===== src/design/kclb_pkg.sv =====
// ----------------------------------------------------------------------------
// kclb_pkg
// Types, codes and key layout for the keypad code lock barrier controller.
// ----------------------------------------------------------------------------
package kclb_pkg;

  localparam int CODE_DIGITS_DEF = 6;

  localparam int CODE_W   = 20;
  localparam int HOLD_W   = 16;
  localparam int RADIUS_W = 6;
  localparam int ADDR_W   = 4;
  localparam int DATA_W   = 32;

  localparam logic [CODE_W-1:0]   UNLOCK_CODE_RST = 20'd123456;
  localparam logic [HOLD_W-1:0]   HOLD_MS_RST     = 16'd3000;
  localparam logic [RADIUS_W-1:0] KEY_RADIUS_RST  = 6'd50;

  // register indexes (word address)
  localparam logic [1:0] REG_UNLOCK_CODE = 2'd0;
  localparam logic [1:0] REG_HOLD_MS     = 2'd1;
  localparam logic [1:0] REG_KEY_RADIUS  = 2'd2;

  // key codes
  localparam logic [3:0] KEY_CLEAR = 4'd10;
  localparam logic [3:0] KEY_ENTER = 4'd11;
  localparam logic [3:0] KEY_NONE  = 4'd12;

  // entry status codes
  localparam logic [2:0] ST_NONE    = 3'd0;
  localparam logic [2:0] ST_DIGIT   = 3'd1;
  localparam logic [2:0] ST_CODE_OK = 3'd2;
  localparam logic [2:0] ST_INVALID = 3'd3;
  localparam logic [2:0] ST_CLEARED = 3'd4;

  // ramp command codes
  localparam logic [1:0] RAMP_NONE  = 2'd0;
  localparam logic [1:0] RAMP_OPEN  = 2'd1;
  localparam logic [1:0] RAMP_CLOSE = 2'd2;

  // digit keys in priority order 1 4 7 2 5 8 3 6 9 0
  localparam logic [9:0] DIGIT_X [10] = '{10'd120, 10'd120, 10'd120, 10'd240, 10'd240,
                                          10'd240, 10'd360, 10'd360, 10'd360, 10'd240};
  localparam logic [9:0] DIGIT_Y [10] = '{10'd374, 10'd480, 10'd586, 10'd374, 10'd480,
                                          10'd586, 10'd374, 10'd480, 10'd586, 10'd692};
  localparam logic [3:0] DIGIT_V [10] = '{4'd1, 4'd4, 4'd7, 4'd2, 4'd5,
                                          4'd8, 4'd3, 4'd6, 4'd9, 4'd0};

  localparam logic [9:0] ENTER_X = 10'd360;
  localparam logic [9:0] CLEAR_X = 10'd120;
  localparam logic [9:0] FUNC_Y  = 10'd692;

  typedef struct packed {
    logic [CODE_W-1:0]   unlock_code;
    logic [HOLD_W-1:0]   hold_ms;
    logic [RADIUS_W-1:0] key_radius;
  } cfg_t;

  typedef struct packed {
    logic       digit_found;
    logic [3:0] digit_val;
    logic       enter_hit;
    logic       clear_hit;
  } key_hit_t;

  // strict box test on both axes
  function automatic logic in_box(logic [9:0] x, logic [9:0] y, logic [9:0] cx,
                                  logic [9:0] cy, logic [RADIUS_W-1:0] r);
    logic [9:0] dx;
    logic [9:0] dy;
    dx = (x > cx) ? x - cx : cx - x;
    dy = (y > cy) ? y - cy : cy - y;
    return (dx < 10'(r)) && (dy < 10'(r));
  endfunction

endpackage


===== src/design/keypad_code_lock_barrier_controller.sv =====
// ----------------------------------------------------------------------------
// keypad_code_lock_barrier_controller
// Touch keypad code lock driving an access barrier.
// ----------------------------------------------------------------------------
// Takes one item per clock while the result side keeps up, and returns
// exactly one result per item. An accepted item is held in the input
// register, where the key hit test and the lock and barrier update run, and
// its result is registered when the item advances into the result register.
// A stalled result holds the input register, so at most two items are in
// flight. Lock state (digit buffer, open request, barrier state, elapsed
// count) is committed when the item moves into the result register.
// digits_held and barrier_open show the state left by the item in the
// result register.
// Configuration through the APB port: unlock_code at 0x0, hold_ms at 0x4,
// key_radius at 0x8.
module keypad_code_lock_barrier_controller import kclb_pkg::*; #(
  parameter int CODE_DIGITS = CODE_DIGITS_DEF
) (
  input  logic              clk_i,
  input  logic              rst_ni,
  input  logic              psel,
  input  logic              penable,
  input  logic              pwrite,
  input  logic [ADDR_W-1:0] paddr,
  input  logic [DATA_W-1:0] pwdata,
  output logic [DATA_W-1:0] prdata,
  output logic              pready,
  input  logic              in_valid_i,
  output logic              in_ready_o,
  input  logic              func_i,
  input  logic [8:0]        touch_x_i,
  input  logic [9:0]        touch_y_i,
  input  logic              vehicle_sensor_i,
  output logic              out_valid_o,
  input  logic              out_ready_i,
  output logic [3:0]        key_hit_o,
  output logic [2:0]        entry_status_o,
  output logic [1:0]        ramp_command_o,
  output logic [2:0]        digits_held_o,
  output logic              barrier_open_o
);

  cfg_t       cfg;
  key_hit_t   hit;
  logic [8:0] s1_x;
  logic [9:0] s1_y;

  kclb_cfg_regs u_cfg (
    .clk_i   (clk_i),
    .rst_ni  (rst_ni),
    .psel    (psel),
    .penable (penable),
    .pwrite  (pwrite),
    .paddr   (paddr),
    .pwdata  (pwdata),
    .prdata  (prdata),
    .pready  (pready),
    .cfg_o   (cfg)
  );

  kclb_keypad u_keypad (
    .touch_x_i (s1_x),
    .touch_y_i (s1_y),
    .radius_i  (cfg.key_radius),
    .hit_o     (hit)
  );

  kclb_core #(
    .CODE_DIGITS (CODE_DIGITS)
  ) u_core (
    .clk_i            (clk_i),
    .rst_ni           (rst_ni),
    .cfg_i            (cfg),
    .in_valid_i       (in_valid_i),
    .in_ready_o       (in_ready_o),
    .func_i           (func_i),
    .touch_x_i        (touch_x_i),
    .touch_y_i        (touch_y_i),
    .vehicle_sensor_i (vehicle_sensor_i),
    .s1_x_o           (s1_x),
    .s1_y_o           (s1_y),
    .hit_i            (hit),
    .out_valid_o      (out_valid_o),
    .out_ready_i      (out_ready_i),
    .key_hit_o        (key_hit_o),
    .entry_status_o   (entry_status_o),
    .ramp_command_o   (ramp_command_o),
    .digits_held_o    (digits_held_o),
    .barrier_open_o   (barrier_open_o)
  );

endmodule


===== src/design/kclb_cfg_regs.sv =====
// ----------------------------------------------------------------------------
// kclb_cfg_regs
// APB-style configuration registers: unlock code, hold time, key radius.
// ----------------------------------------------------------------------------
module kclb_cfg_regs import kclb_pkg::*; (
  input  logic              clk_i,
  input  logic              rst_ni,
  input  logic              psel,
  input  logic              penable,
  input  logic              pwrite,
  input  logic [ADDR_W-1:0] paddr,
  input  logic [DATA_W-1:0] pwdata,
  output logic [DATA_W-1:0] prdata,
  output logic              pready,
  output cfg_t              cfg_o
);

  cfg_t cfg_q, cfg_d;
  logic wr_en;

  assign pready = 1'b1;
  assign wr_en  = psel & penable & pwrite;

  always_comb begin
    cfg_d = cfg_q;
    if (wr_en) begin
      case (paddr[3:2])
        REG_UNLOCK_CODE: cfg_d.unlock_code = pwdata[CODE_W-1:0];
        REG_HOLD_MS:     cfg_d.hold_ms     = pwdata[HOLD_W-1:0];
        REG_KEY_RADIUS:  cfg_d.key_radius  = pwdata[RADIUS_W-1:0];
        default: ;
      endcase
    end
  end

  always_comb begin
    case (paddr[3:2])
      REG_UNLOCK_CODE: prdata = DATA_W'(cfg_q.unlock_code);
      REG_HOLD_MS:     prdata = DATA_W'(cfg_q.hold_ms);
      REG_KEY_RADIUS:  prdata = DATA_W'(cfg_q.key_radius);
      default:         prdata = '0;
    endcase
  end

  always_ff @(posedge clk_i or negedge rst_ni) begin
    if (!rst_ni) begin
      cfg_q.unlock_code <= UNLOCK_CODE_RST;
      cfg_q.hold_ms     <= HOLD_MS_RST;
      cfg_q.key_radius  <= KEY_RADIUS_RST;
    end else begin
      cfg_q <= cfg_d;
    end
  end

  assign cfg_o = cfg_q;

endmodule


===== src/design/kclb_keypad.sv =====
// ----------------------------------------------------------------------------
// kclb_keypad
// Hit test of a touch position against the 3-by-4 key grid.
// ----------------------------------------------------------------------------
module kclb_keypad import kclb_pkg::*; (
  input  logic [8:0]          touch_x_i,
  input  logic [9:0]          touch_y_i,
  input  logic [RADIUS_W-1:0] radius_i,
  output key_hit_t            hit_o
);

  logic [9:0] x_ext;

  assign x_ext = {1'b0, touch_x_i};

  always_comb begin
    hit_o.digit_found = 1'b0;
    hit_o.digit_val   = 4'd0;
    // walk backwards so the first key in priority order wins
    for (int i = 9; i >= 0; i--) begin
      if (in_box(x_ext, touch_y_i, DIGIT_X[i], DIGIT_Y[i], radius_i)) begin
        hit_o.digit_found = 1'b1;
        hit_o.digit_val   = DIGIT_V[i];
      end
    end
    hit_o.enter_hit = in_box(x_ext, touch_y_i, ENTER_X, FUNC_Y, radius_i);
    hit_o.clear_hit = in_box(x_ext, touch_y_i, CLEAR_X, FUNC_Y, radius_i);
  end

endmodule


===== src/design/kclb_core.sv =====
// ----------------------------------------------------------------------------
// kclb_core
// Input register, lock and barrier state update, result register.
// ----------------------------------------------------------------------------
module kclb_core import kclb_pkg::*; #(
  parameter int CODE_DIGITS = CODE_DIGITS_DEF
) (
  input  logic       clk_i,
  input  logic       rst_ni,
  input  cfg_t       cfg_i,
  input  logic       in_valid_i,
  output logic       in_ready_o,
  input  logic       func_i,
  input  logic [8:0] touch_x_i,
  input  logic [9:0] touch_y_i,
  input  logic       vehicle_sensor_i,
  output logic [8:0] s1_x_o,
  output logic [9:0] s1_y_o,
  input  key_hit_t   hit_i,
  output logic       out_valid_o,
  input  logic       out_ready_i,
  output logic [3:0] key_hit_o,
  output logic [2:0] entry_status_o,
  output logic [1:0] ramp_command_o,
  output logic [2:0] digits_held_o,
  output logic       barrier_open_o
);

  localparam int CNT_W = $clog2(CODE_DIGITS + 1);
  localparam int IDX_W = (CODE_DIGITS > 1) ? $clog2(CODE_DIGITS) : 1;
  localparam int NUM_W = $clog2(10 ** CODE_DIGITS);

  // input stage
  logic       s1_valid_q, s1_valid_d;
  logic       s1_func_q;
  logic [8:0] s1_x_q;
  logic [9:0] s1_y_q;
  logic       s1_sensor_q;
  logic       accept, advance;

  // lock state
  logic [3:0]       store_q [CODE_DIGITS];
  logic [3:0]       store_d [CODE_DIGITS];
  logic [CNT_W-1:0] cnt_q, cnt_d;
  logic             pend_q, pend_d;
  logic             open_q, open_d;
  logic [HOLD_W-1:0] ms_q, ms_d;

  // result stage
  logic       out_valid_q, out_valid_d;
  logic [3:0] key_q, key_d;
  logic [2:0] status_q, status_d;
  logic [1:0] ramp_q, ramp_d;

  logic [NUM_W-1:0] num;
  logic             code_match;

  assign advance    = s1_valid_q & (~out_valid_q | out_ready_i);
  assign in_ready_o = ~s1_valid_q | advance;
  assign accept     = in_valid_i & in_ready_o;

  assign s1_valid_d  = accept | (s1_valid_q & ~advance);
  assign out_valid_d = advance | (out_valid_q & ~out_ready_i);

  assign s1_x_o = s1_x_q;
  assign s1_y_o = s1_y_q;

  // number built from all positions, most significant first
  always_comb begin
    num = '0;
    for (int i = 0; i < CODE_DIGITS; i++) begin
      num = NUM_W'((num << 3) + (num << 1) + NUM_W'(store_q[i]));
    end
  end

  assign code_match = (32'(num) == 32'(cfg_i.unlock_code));

  always_comb begin
    store_d  = store_q;
    cnt_d    = cnt_q;
    pend_d   = pend_q;
    open_d   = open_q;
    ms_d     = ms_q;
    key_d    = KEY_NONE;
    status_d = ST_NONE;
    ramp_d   = RAMP_NONE;

    if (!s1_func_q && open_q && (ms_q != '1)) begin
      ms_d = ms_q + 1'b1;
    end

    // close takes precedence over open
    if (s1_sensor_q && open_q && (ms_d > cfg_i.hold_ms)) begin
      open_d = 1'b0;
      ramp_d = RAMP_CLOSE;
    end else if (pend_q && !s1_sensor_q && !open_q) begin
      open_d = 1'b1;
      ms_d   = '0;
      pend_d = 1'b0;
      ramp_d = RAMP_OPEN;
    end

    if (s1_func_q) begin
      if (hit_i.digit_found && (cnt_q < CNT_W'(CODE_DIGITS))) begin
        key_d                  = hit_i.digit_val;
        store_d[cnt_q[IDX_W-1:0]] = hit_i.digit_val;
        cnt_d                  = cnt_q + 1'b1;
        status_d               = ST_DIGIT;
      end else if (hit_i.enter_hit) begin
        key_d = KEY_ENTER;
        for (int i = 0; i < CODE_DIGITS; i++) begin
          store_d[i] = 4'd0;
        end
        cnt_d    = '0;
        pend_d   = code_match;
        status_d = code_match ? ST_CODE_OK : ST_INVALID;
      end else if (hit_i.clear_hit) begin
        key_d = KEY_CLEAR;
        for (int i = 0; i < CODE_DIGITS; i++) begin
          store_d[i] = 4'd0;
        end
        cnt_d    = '0;
        pend_d   = 1'b0;
        status_d = ST_CLEARED;
      end else if (hit_i.digit_found) begin
        // buffer full: report the key, drop the digit
        key_d = hit_i.digit_val;
      end
    end
  end

  always_ff @(posedge clk_i or negedge rst_ni) begin
    if (!rst_ni) begin
      s1_valid_q  <= 1'b0;
      out_valid_q <= 1'b0;
      cnt_q       <= '0;
      pend_q      <= 1'b0;
      open_q      <= 1'b0;
      ms_q        <= '0;
      for (int i = 0; i < CODE_DIGITS; i++) begin
        store_q[i] <= 4'd0;
      end
    end else begin
      s1_valid_q  <= s1_valid_d;
      out_valid_q <= out_valid_d;
      if (advance) begin
        store_q <= store_d;
        cnt_q   <= cnt_d;
        pend_q  <= pend_d;
        open_q  <= open_d;
        ms_q    <= ms_d;
      end
    end
  end

  always_ff @(posedge clk_i) begin
    if (accept) begin
      s1_func_q   <= func_i;
      s1_x_q      <= touch_x_i;
      s1_y_q      <= touch_y_i;
      s1_sensor_q <= vehicle_sensor_i;
    end
    if (advance) begin
      key_q    <= key_d;
      status_q <= status_d;
      ramp_q   <= ramp_d;
    end
  end

  assign out_valid_o    = out_valid_q;
  assign key_hit_o      = key_q;
  assign entry_status_o = status_q;
  assign ramp_command_o = ramp_q;
  assign digits_held_o  = 3'(cnt_q);
  assign barrier_open_o = open_q;

endmodule


===== config.mk =====
export PLATFORM = sky130hd
export DESIGN_NAME = keypad_code_lock_barrier_controller
export DESIGN_NICKNAME = d
export VERILOG_FILES = /design/src/design/kclb_pkg.sv /design/src/design/keypad_code_lock_barrier_controller.sv /design/src/design/kclb_cfg_regs.sv /design/src/design/kclb_keypad.sv /design/src/design/kclb_core.sv
export SDC_FILE = /design/constraint.sdc
export NUM_CORES = 1
export LEC_CHECK = 0
export BUFFER_PORTS_ARGS = -buffer_cell sky130_fd_sc_hd__buf_2
export CAP_MARGIN = 10
export CORE_ASPECT_RATIO = 0.75
export CORE_MARGIN = 2
export CORE_UTILIZATION = 60
export CTS_CLUSTER_SIZE = 28
export DETAILED_ROUTE_END_ITERATION = 10
export PLACE_DENSITY = 0.8
export RECOVER_POWER = 50
export SYNTH_ARGS = -nofsm -noshare
export SYNTH_HDL_FRONTEND = slang
export SYNTH_SLANG_ARGS = --single-unit

===== constraint.sdc =====
create_clock -name clk_i -period 11.6 [get_ports clk_i]
set_input_delay 0.58 -clock clk_i [delete_from_list [all_inputs] [get_ports clk_i]]
set_output_delay 0.58 -clock clk_i [all_outputs]
set_load 0.1 [all_outputs]

Word-level counts from Yosys, hierarchy flattened
Index checks and enable logic that the tools add are counted.

$add $sub $neg: 26. Multipliers: 0. Divide/modulo/power cells: 0. Magnitude comparators: 18. Eq/ne operators: 4. Shift operators: 0. Multiplexer cells: 47. Bitwise logic cells: 16. Reductions and logical operators: 32.

Operators by type and width (number): two-way mux 24 bit (3); less-than comparator 10 x 6 -> 1 bit (7); two-way mux 10 bit (7); one-hot mux 20 bit (3 select lines) (1); two-way mux 5 bit (10); two-way mux 16 bit (3); bitwise mux 24 bit (1); adder 20 bit (1); adder 20 x 4 -> 20 bit (1); == test 20 bit (1); greater-than comparator 10 bit, second input constant (2); greater-than comparator 10 x 9 -> 1 bit, second input constant (2); logical AND 1 bit (20); two-way mux 4 bit (5); subtractor 10 bit, first input constant (2); subtractor 10 bit, second input constant (2); subtractor 10 x 9 -> 10 bit, second input constant (2); subtractor 9 x 10 -> 10 bit, first input constant (2); adder 19 bit (1); adder 19 x 4 -> 19 bit (1); adder 18 bit (1); adder 18 x 4 -> 18 bit (1); adder 17 bit (1); adder 17 x 4 -> 17 bit (1); 34 further kinds (65).

Register bits after elaboration: 119. Latch bits: 0. Bits in writable memories: 0. Bits in read-only memories: 0. Input port bits: 64. Memories: 0.

Logic depth before layout (Yosys ltp)
Gate-level depths: netlist of run 1.

Depth after elaboration: 18. Gate-level depth with buffers: 37.

Hierarchy
From an unflattened synthesis of run 1, not the netlist that was laid out.

Cell total of the unflattened synthesis: 1378. Area, all modules: 12462.0 um^2.

By module, submodules not included: kclb_core (instances 1, cells each 786, area each 7176.9 um^2); kclb_keypad (instances 1, cells each 438, area each 3239.4 um^2); kclb_cfg_regs (instances 1, cells each 154, area each 2045.7 um^2).

Worst setup path before layout of run 1
Ideal clock, no wire load.

Kind: register to register. Start: reg u_core.store_q[19] (netlist bit). End: reg u_core.status_q[0] (netlist: u_core.entry_status_o[0]) (data pin). Setup time: 267 ps. Arrival time: 7776 ps. Path slack: 3557 ps. Cell stages (with the launch flop): 35. Cell sequence: dfrtp_1 > fa_1 > fa_1 > a21o_1 > a21oi_1 > xnor2_1 > ha_1 > ha_1 > or3_1 > a31oi_1 > xnor2_1 > ha_1 > ha_1 > and2_1 > o21ai_0 > nand2_1 > nor2_1 > ha_1 > ha_1 > a21oi_1 > nor2b_1 > a311o_1 > xor2_1 > ha_1 > ha_1 > clkbuf_1 > xnor2_1 > a211oi_1 > a2111oi_0 > a2111oi_0 > nand2_1 > nor4_1 > nand4_1 > nor4_1 > a21oi_1.

Word-level cells in the longest chain between the ends: 13.

RTL lines: from (decl) (line kclb_core.sv:42) `logic [3:0] store_q [CODE_DIGITS];`; from (signal assigned) (line kclb_core.sv:147) `store_q <= store_d;`; adder 8 x 4 -> 9 bit (line kclb_core.sv:72) `num = NUM_W'((num << 3) + (num << 1) + NUM_W'(store_q[i]));`; adder 17 bit (line kclb_core.sv:72); adder 17 x 4 -> 17 bit (line kclb_core.sv:72); adder 18 bit (line kclb_core.sv:72); adder 18 x 4 -> 18 bit (line kclb_core.sv:72); adder 19 bit (line kclb_core.sv:72); adder 19 x 4 -> 19 bit (line kclb_core.sv:72); adder 20 bit (line kclb_core.sv:72); adder 20 x 4 -> 20 bit (line kclb_core.sv:72); == test 20 bit (line kclb_core.sv:76) `assign code_match = (32'(num) == 32'(cfg_i.unlock_code));`; two-way mux 1 bit (line kclb_core.sv:116) `status_d = code_match ? ST_CODE_OK : ST_INVALID;`; two-way mux 3 bit (line kclb_core.sv:109) `end else if (hit_i.enter_hit) begin`; two-way mux 1 bit (line kclb_core.sv:104) `if (hit_i.digit_found && (cnt_q < CNT_W'(CODE_DIGITS))) begin`; to (signal assigned) (line kclb_core.sv:165) `status_q <= status_d;`; to (decl) (line kclb_core.sv:52) `logic [2:0] status_q, status_d;`.

No other way between the ends. A chain may end at the register's enable or synchronous reset.

Final worst setup path of run 1
Same ends and word-level chain as after synthesis.

==> results of run 1 <==
-- critical path: cells and delay by family (launching register included) --
family                   cells  cell delay [ns]
AO/OA/AOI/OAI               12             2.46
XOR/XNOR                     4             0.91
adder cells (fa/ha/maj)     10             3.69
flip-flops                   1             0.40
AND/OR/NAND/NOR              6             1.38
-- layout by cell type, fill, tap and decap left out, types with 25 or more instances in the layout --
cell	count
ha_1	185
nand2_1	124
o21ai_0	102
inv_1	82
xnor2_1	81
nor2_1	80
a21oi_1	76
dfrtp_1	73
buf_2	72
nand3_1	56
a21o_1	34
mux2i_1	31
nand2b_1	30
edfxtp_1	30
mux2_2	28
nor2b_1	25
xor2_1	25
-- kinds of logic after synthesis --
group / Yosys count / share of synthesized area (%)
mux: 59 / 5.027
compound gates: 372 / 19.90
flops: 119 / 25.30
buf+inv: 146 / 5.047
fa+ha+maj: 195 / 20.21
xor+xnor: 106 / 7.460
simple gates: 421 / 17.00
other cells: 2 / 0.06035
-- state kept, by name, indices dropped and copies added, names as in the netlist --
name,flops
u_core.out_valid_o,1
u_core.s1_x_o,9
u_core.digits_held_o,3
u_core.s1_y_o,10
u_core.s1_func_q,1
u_core.key_hit_o,4
u_cfg.cfg_o,42
u_core.ms_q,16
u_core.s1_sensor_q,1
u_core.s1_valid_q,1
u_core.entry_status_o,3
u_core.store_q,24
u_core.ramp_command_o,2
u_core.pend_q,1
u_core.barrier_open_o,1
-- cells in the mapped netlist (6+ instances only) --
cell       instances
ha_1             185
nand2_1          124
o21ai_0          102
inv_1             82
xnor2_1           81
nor2_1            80
a21oi_1           76
dfrtp_1           73
nand3_1           56
a21o_1            34
mux2i_1           31
clkbuf_1          30
edfxtp_1          30
nand2b_1          30
mux2_2            28
nor2b_1           25
xor2_1            25
nor3_1            21
and3_1            16
buf_4             16
dfstp_2           16
nand4_1           15
o21a_1            15
and2_1            14
a211oi_1          13
a31oi_1           13
o21ai_1           13
fa_1              10
buf_2              9
a21boi_0           8
o211ai_1           8
o31ai_1            8
o2111ai_1          7
o22ai_1            6
-- worst max-delay path by stage --
stage | startpoint | end | slack [ns] | cells after the start
floorplan | u_core.store_q[19] | u_core.entry_status_o[0] | 3.56 | 34
global placement | u_core.store_q[19] | u_core.entry_status_o[0] | 2.82 | 32
detailed placement | u_core.store_q[19] | u_core.entry_status_o[0] | 2.62 | 32
CTS | u_core.store_q[19] | u_core.entry_status_o[0] | 2.57 | 32
global route | u_core.store_q[18] | u_core.entry_status_o[0] | 1.71 | 35
finish | u_core.store_q[19] | u_core.entry_status_o[0] | 2.49 | 32
-- cell type report --
cell class	count	area [µm²]	area share [%]
clock buffers	19	442.9	3.272
clock inverters	13	170.2	1.257
inverters	86	322.8	2.384
multi-input cells	1166	8715	64.37
flip-flops and latches	119	3148	23.25
well taps	258	322.8	2.384
repair buffers	86	416.7	3.078
-- where the power goes --
| part | internal [µW] | switching (µW) |
|---|---|---|
| logic | 219 | 459 |
| clock network | 346 | 208 |
| registers | 497 | 67.3 |
-- per-layer routing --
layer | up-vias | part of all wire, %
li1 | 5270 | -
met1 | 5070 | 48
met2 | 387 | 44
met3 | 47 | 6.5
met4 | 0 | 1.7
met5 | - | 0
-- metrics by stage --
| stage | hold WS (ns) | worst slack, ns | cell area, µm² |
|---|---|---|---|
| after detailed placement | 0.4904 | 2.621 | 12950 |
| after global routing | 0.3151 | 1.708 | 13540 |
| after CTS | 0.04924 | 2.572 | 13560 |
| after global placement | 0.4859 | 2.825 | 12950 |
| final | 0.3288 | 2.489 | 13540 |
| after floorplan | 0.2844 | 3.557 | 12490 |
==> run_results.csv, run 1 <==
group,metric,value,unit
status,outcome,"finished, violations left",
status,failed_checks,"max-capacitance violations, max-slew violations",
global_route,largest_net_degree_at_the_start_of_global_routing,68,
global_route,antenna_found_initial,0,
layout,num_antenna_cells,0,
logic_synthesis,ys_seq_area_share,25.30,%
route,detail-route-antenna-nets,0,
global_route,grt_overflow,0,
setup_path,critical_path_arrival,9.27,ns
floorplanning,chipWidth,170.3,µm
layout,drive_above_1_share,12.02,%
route,drt_first_iter_violations,849,
timing,final_max_slew_viols,68,
logic_synthesis,syn-mean-instance-area,8.764,µm²
timing,finalHoldViolations,0,
logic_synthesis,post_synth_edffs,30,
pwr,post-layout-total-power,1797,µW
layout,fin_util,66.79,%
clock_network,cts.repair_timing.setup_buffer_count,0,
place,numPortBuffers,84,
setup_path,critical-path-max-stage-delay,0.60,ns
setup_path,setup.reg_to_reg.worst_slack,2.49,ns
place,post-dp-hpwl,22790,µm
global_route,grt_first_pass_wirelength,50160,µm
global_route,gr-usage-met3,4.245,%
min_path,timing.hold.worst_endpoint,"u_core.s1_x_o[4]",
layout,final.fill_count,1653,
timing,setup_viol,0,
layout,nNetsFinal,1735,
logic_synthesis,yosys.area.top_type,"ha_1",
clock_network,clock_path_buffers,2,
global_route,grt_most_used_layer,"met2",
global_route,use_met1,41.05,%
clock_network,cts_made_buffers,17,
timing,clock.fmax,0.1098,GHz
place,place_congestion,0.9249,
layout,post_layout_nonfiller_instances,1747,
logic_synthesis,number_of_instances_in_the_synthesized_netlist,1420,
clock_network,cts_resized,0,
clock_network,cts.clk_slew.worst_paths,0.06,ns
floorplanning,floorplan.core_area,20270,µm²
pwr,leakage,0.006678,µW
logic_synthesis,largest_cells_by_area_after_synthesis,"ha_1, dfrtp_1, edfxtp_1",
setup_path,critical-path-top-cell-by-count,"ha_1",
timing,totalNegativeSetupSlack,0,ns
pwr,power.ir.vdd_worst,0.1264,mV
floorplanning,die-height,128.7,µm
floorplanning,ios,112,
floorplanning,initial_core_util,61.40,%
clock_network,holdBufCountCts,0,
global_route,met2_track_demand_over_resource,43.95,%
route,via_per_inst,6.167,
min_path,whs_path_cells,1,
timing,max-slew-margin-rel,-141.6,%
clock_network,tritoncts_clock_tree,"built",
setup_path,r2r_cells,32,
setup_path,worstPathRequired,11.76,ns
logic_synthesis,post_synth_instance_area,12440,µm²
min_path,hold_start,"touch_x_i[4]",
global_route,first_global_vias,10160,
setup_path,worstReg2RegStart,"u_core.store_q[19]",
floorplanning,fp.dieArea,21920,µm²
clock_network,numClockSinks,119,
setup_path,rr_endpoint,"u_core.entry_status_o[0]",
layout,syn_to_final_growth,8.788,%
min_path,worst_hold_path_class,"in2reg",
setup_path,critPathSlowestCell,"fa_1",
timing,final_min_period_over_clock_period,78.54,%
setup_path,critPathMaxFanout,6,
global_route,globalRouteTotalUtil,28.14,%
pwr,pwr_density_cell,132.7,nW/µm²
clock_network,h-tree-depth,4,
logic_synthesis,yosys.area.top_type_share,18.60,%
logic_synthesis,yosysUniqueCellTypes,90,
floorplanning,row_count,45,
logic_synthesis,synthFlopType,"dfrtp_1",
route,route.detailed.wl_per_inst,17.20,µm
logic_synthesis,synth_seq_cells,119,
logic_synthesis,ys_warn_count,0,
route,via_count,10770,
route,drt_drc_violations_left,0,
setup_path,worstSetupEndpointType,"flop",
clock_network,clockRootBuffer,"clkbuf_16",
job,timing.max_cap.violations,1,
place,place_inst,1715,
timing,final_period_minus_worst_setup_slack,9.111,ns
setup_path,start_kind,"flop",
timing,rsz0062_at_grt,"no",
clock_network,clkLatencyLatePin,0.42,ns
setup_path,critPathKind,"reg2reg",
timing,tightest_slew,3.624,ns
route,wl,30050,µm
timing,fin_skew,0.007758,ns
logic_synthesis,asyncSetResetFlopFracSynth,74.79,%
route,dr.pass1.iters,5,
(Power assumes the default switching activity.)
==> inputs of run 2 (changes only) <==
--- a/config.mk
+++ b/config.mk
@@ -5,6 +5,7 @@
 export SDC_FILE = /design/constraint.sdc
 export NUM_CORES = 1
 export LEC_CHECK = 0
+export ABC_AREA = 1
 export BUFFER_PORTS_ARGS = -buffer_cell sky130_fd_sc_hd__buf_2
 export CAP_MARGIN = 10
 export CORE_ASPECT_RATIO = 0.75
==> constraint.sdc (replaced) <==
create_clock -name clk_i -period 8.8 [get_ports clk_i]
set_input_delay 0.44 -clock clk_i [delete_from_list [all_inputs] [get_ports clk_i]]
set_output_delay 0.44 -clock clk_i [all_outputs]
set_load 0.1 [all_outputs]
==> run_results.csv, run 2 <==
group,metric,value,unit
clock_network,clkLatencyLatePin,0.44,ns
pwr,leakage,0.008079,µW
logic_synthesis,post_synth_edffs,30,
layout,nNetsFinal,2208,
setup_path,critical_path_arrival,8.47,ns
setup_path,path_delay_family,"adder cells",
logic_synthesis,yosys.area.top_type_share,17.68,%
pwr,power.ir.vdd_worst,0.1182,mV
place,post-dp-hpwl,25530,µm
layout,num_antenna_cells,0,
layout,area.sequential,3148,µm²
pwr,pwr_density_cell,161.2,nW/µm²
logic_synthesis,ys_seq_area_share,24.04,%
logic_synthesis,number_of_instances_in_the_synthesized_netlist,1872,
timing,final_period_minus_worst_setup_slack,8.292,ns
floorplanning,chipWidth,174.6,µm
clock_network,clock_path_buffers,2,
logic_synthesis,yosysUniqueCellTypes,51,
logic_synthesis,post_synth_instance_area,13100,µm²
place,place_inst,2211,
layout,post_layout_nonfiller_instances,2250,
job,timing.max_cap.violations,3,
route,detail-route-antenna-nets,0,
timing,clock.fmax,0.1206,GHz
setup_path,worst-path-buf-inv,2,
logic_synthesis,syn-mean-instance-area,6.995,µm²
logic_synthesis,synth.most_common_cell,"nand2_1",
layout,final_common_cell,"nand2_1",
setup_path,worstSetupEndpointType,"flop",
layout,largest_reg_flops,42,
logic_synthesis,synthFlopType,"dfrtp_1",
status,failed_checks,"max-capacitance violations, max-slew violations",
route,dr.pass1.iters,5,
layout,drive_above_1_share,11.37,%
logic_synthesis,asyncSetResetFlopFracSynth,74.79,%
floorplanning,floorplan.core_area,21300,µm²
layout,syn_to_final_growth,10.20,%
clock_network,tritoncts_clock_tree,"built",
clock_network,numClockSinks,119,
layout,final.fill_count,1860,
setup_path,start_kind,"flop",
logic_synthesis,largest_cells_by_area_after_synthesis,"ha_1, nand2_1, dfrtp_1",
timing,max-slew-margin-rel,-70.49,%
floorplanning,row_count,46,
timing,fin_skew,0.01388,ns
timing,tightest_slew,2.557,ns
min_path,worst_hold_path_class,"in2reg",
route,wl,33390,µm
setup_path,critPathSlowestCell,"fa_2",
floorplanning,die-height,131.9,µm
route,drt_drc_violations_left,0,
place,place_congestion,0.9627,
logic_synthesis,post_synth_most_frequent_cells,"nand2_1, inv_1, ha_1",
setup_path,critPathKind,"reg2reg",
global_route,grt_overflow,0,
logic_synthesis,ys_warn_count,0,
floorplanning,initial_core_util,61.49,%
clock_network,cts_made_buffers,17,
layout,commonest_cells_after_routing_fill_and_taps_aside,"nand2_1, inv_1, ha_1",
global_route,largest_net_degree_at_the_start_of_global_routing,47,
timing,setup_viol,0,
global_route,grt_first_pass_wirelength,55110,µm
setup_path,worstPathRequired,8.98,ns
global_route,first_global_vias,11570,
route,route.detailed.wl_per_inst,14.84,µm
logic_synthesis,synth_seq_cells,119,
place,numPortBuffers,84,
global_route,antenna_found_initial,0,
logic_synthesis,yosys.area.top_type,"ha_1",
timing,finalHoldViolations,0,
setup_path,critPathMaxFanout,5,
timing,final_max_slew_viols,127,
route,via_count,12400,
clock_network,h-tree-depth,4,
pwr,post-layout-total-power,2327,µW
route,drt_first_iter_violations,1081,
floorplanning,fp.dieArea,23030,µm²
clock_network,cts.clk_slew.worst_paths,0.06,ns
clock_network,clockRootBuffer,"clkbuf_16",
global_route,globalRouteTotalUtil,29.05,%
layout,multi_input_combinational_cell_area,8702,µm²
setup_path,critical-path-max-stage-delay,0.43,ns
setup_path,critical-path-top-cell-by-count,"nand2_1",
status,outcome,"finished, violations left",
route,via_per_inst,5.510,
timing,final_min_period_over_clock_period,94.23,%
floorplanning,ios,112,
[run 2: final timing paths]
kind,from,to,slack (ns),depth (start not counted)
hold / removal,touch_x_i[6],u_core.s1_x_o[6],0.18,1
setup reg to reg,u_core.store_q[21],u_core.entry_status_o[0],0.51,45
hold reg to reg,u_core.store_q[7],u_core.store_q[7],0.48,2
min in group asynchronous,rst_ni,u_cfg.cfg_o[22],0.68,1
max in group asynchronous,rst_ni,u_core.store_q[11],4.79,2
setup / recovery,u_core.store_q[21],u_core.entry_status_o[0],0.51,45
[run 2: kinds of logic after synthesis]
logic type / synth area share, %
flops: 24.04
xor+xnor: 6.860
compound gates: 11.05
buf+inv: 11.03
other cells: 0.05735
simple gates: 27.77
fa+ha+maj: 19.21
[run 2: worst reg2reg max path: cells and delay by family (launching register included)]
kind                       cells  cell delay, ns
AOI/OAI and AO/OA              9            1.39
xor gates and xnor gates       4            0.67
adders and majority gates     11            3.43
buffers and inverters          2            0.16
DFF                            1            0.42
and+or+nand+nor               19            1.95
[run 2: what timing repair did]
action	CTS	global route
pin swaps	0	12
cloned	0	0
gates resized for setup	5	27
buffers inserted	0	6
hold buffers	0	0
setup endpoints to repair	2	2
[run 2: power breakdown]
part	total, µW	internal, µW	switching, µW
sequential	744	660	84.3
combinational	855	256	599
clock	727	435	292
[run 2: layout make-up]
type                            count  share of cell area, %
Sequential cell                   119                  21.81
Clock inverter                     14                 0.9971
Multi-Input combinational cell   1413                  60.30
Tap cell                          288                  2.497
Clock buffer                       18                  3.121
Timing Repair Buffer               94                  3.347
Inverter                          304                  7.924
[run 2: layer usage]
metal / vias to the layer above / track usage, % / part of all wire [%]
met3: 58 / 6.834 / 9.2
li1: 6179 / - / -
met5: - / 0 / 0
met4: 0 / 7.824 / 1.9
met2: 507 / 43.67 / 42
met1: 5654 / 41.94 / 46
[run 2: per-stage QoR]
step	instance area (µm²)	utilization, %	setup WS [ns]	hold WS, ns	setup TNS [ns]
2_1_floorplan	13140	-	0.8056	0.1444	0
3_3_place_gp	13640	64.06	0.08189	0.4666	0
3_5_place_dp	13640	64.06	-0.1583	0.4626	-0.2044
4_1_cts	14250	66.92	0.02091	0.005387	0
5_1_grt	14430	67.77	-0.08115	0.1724	-0.09636
6_report	14430	67.77	0.5081	0.1798	0
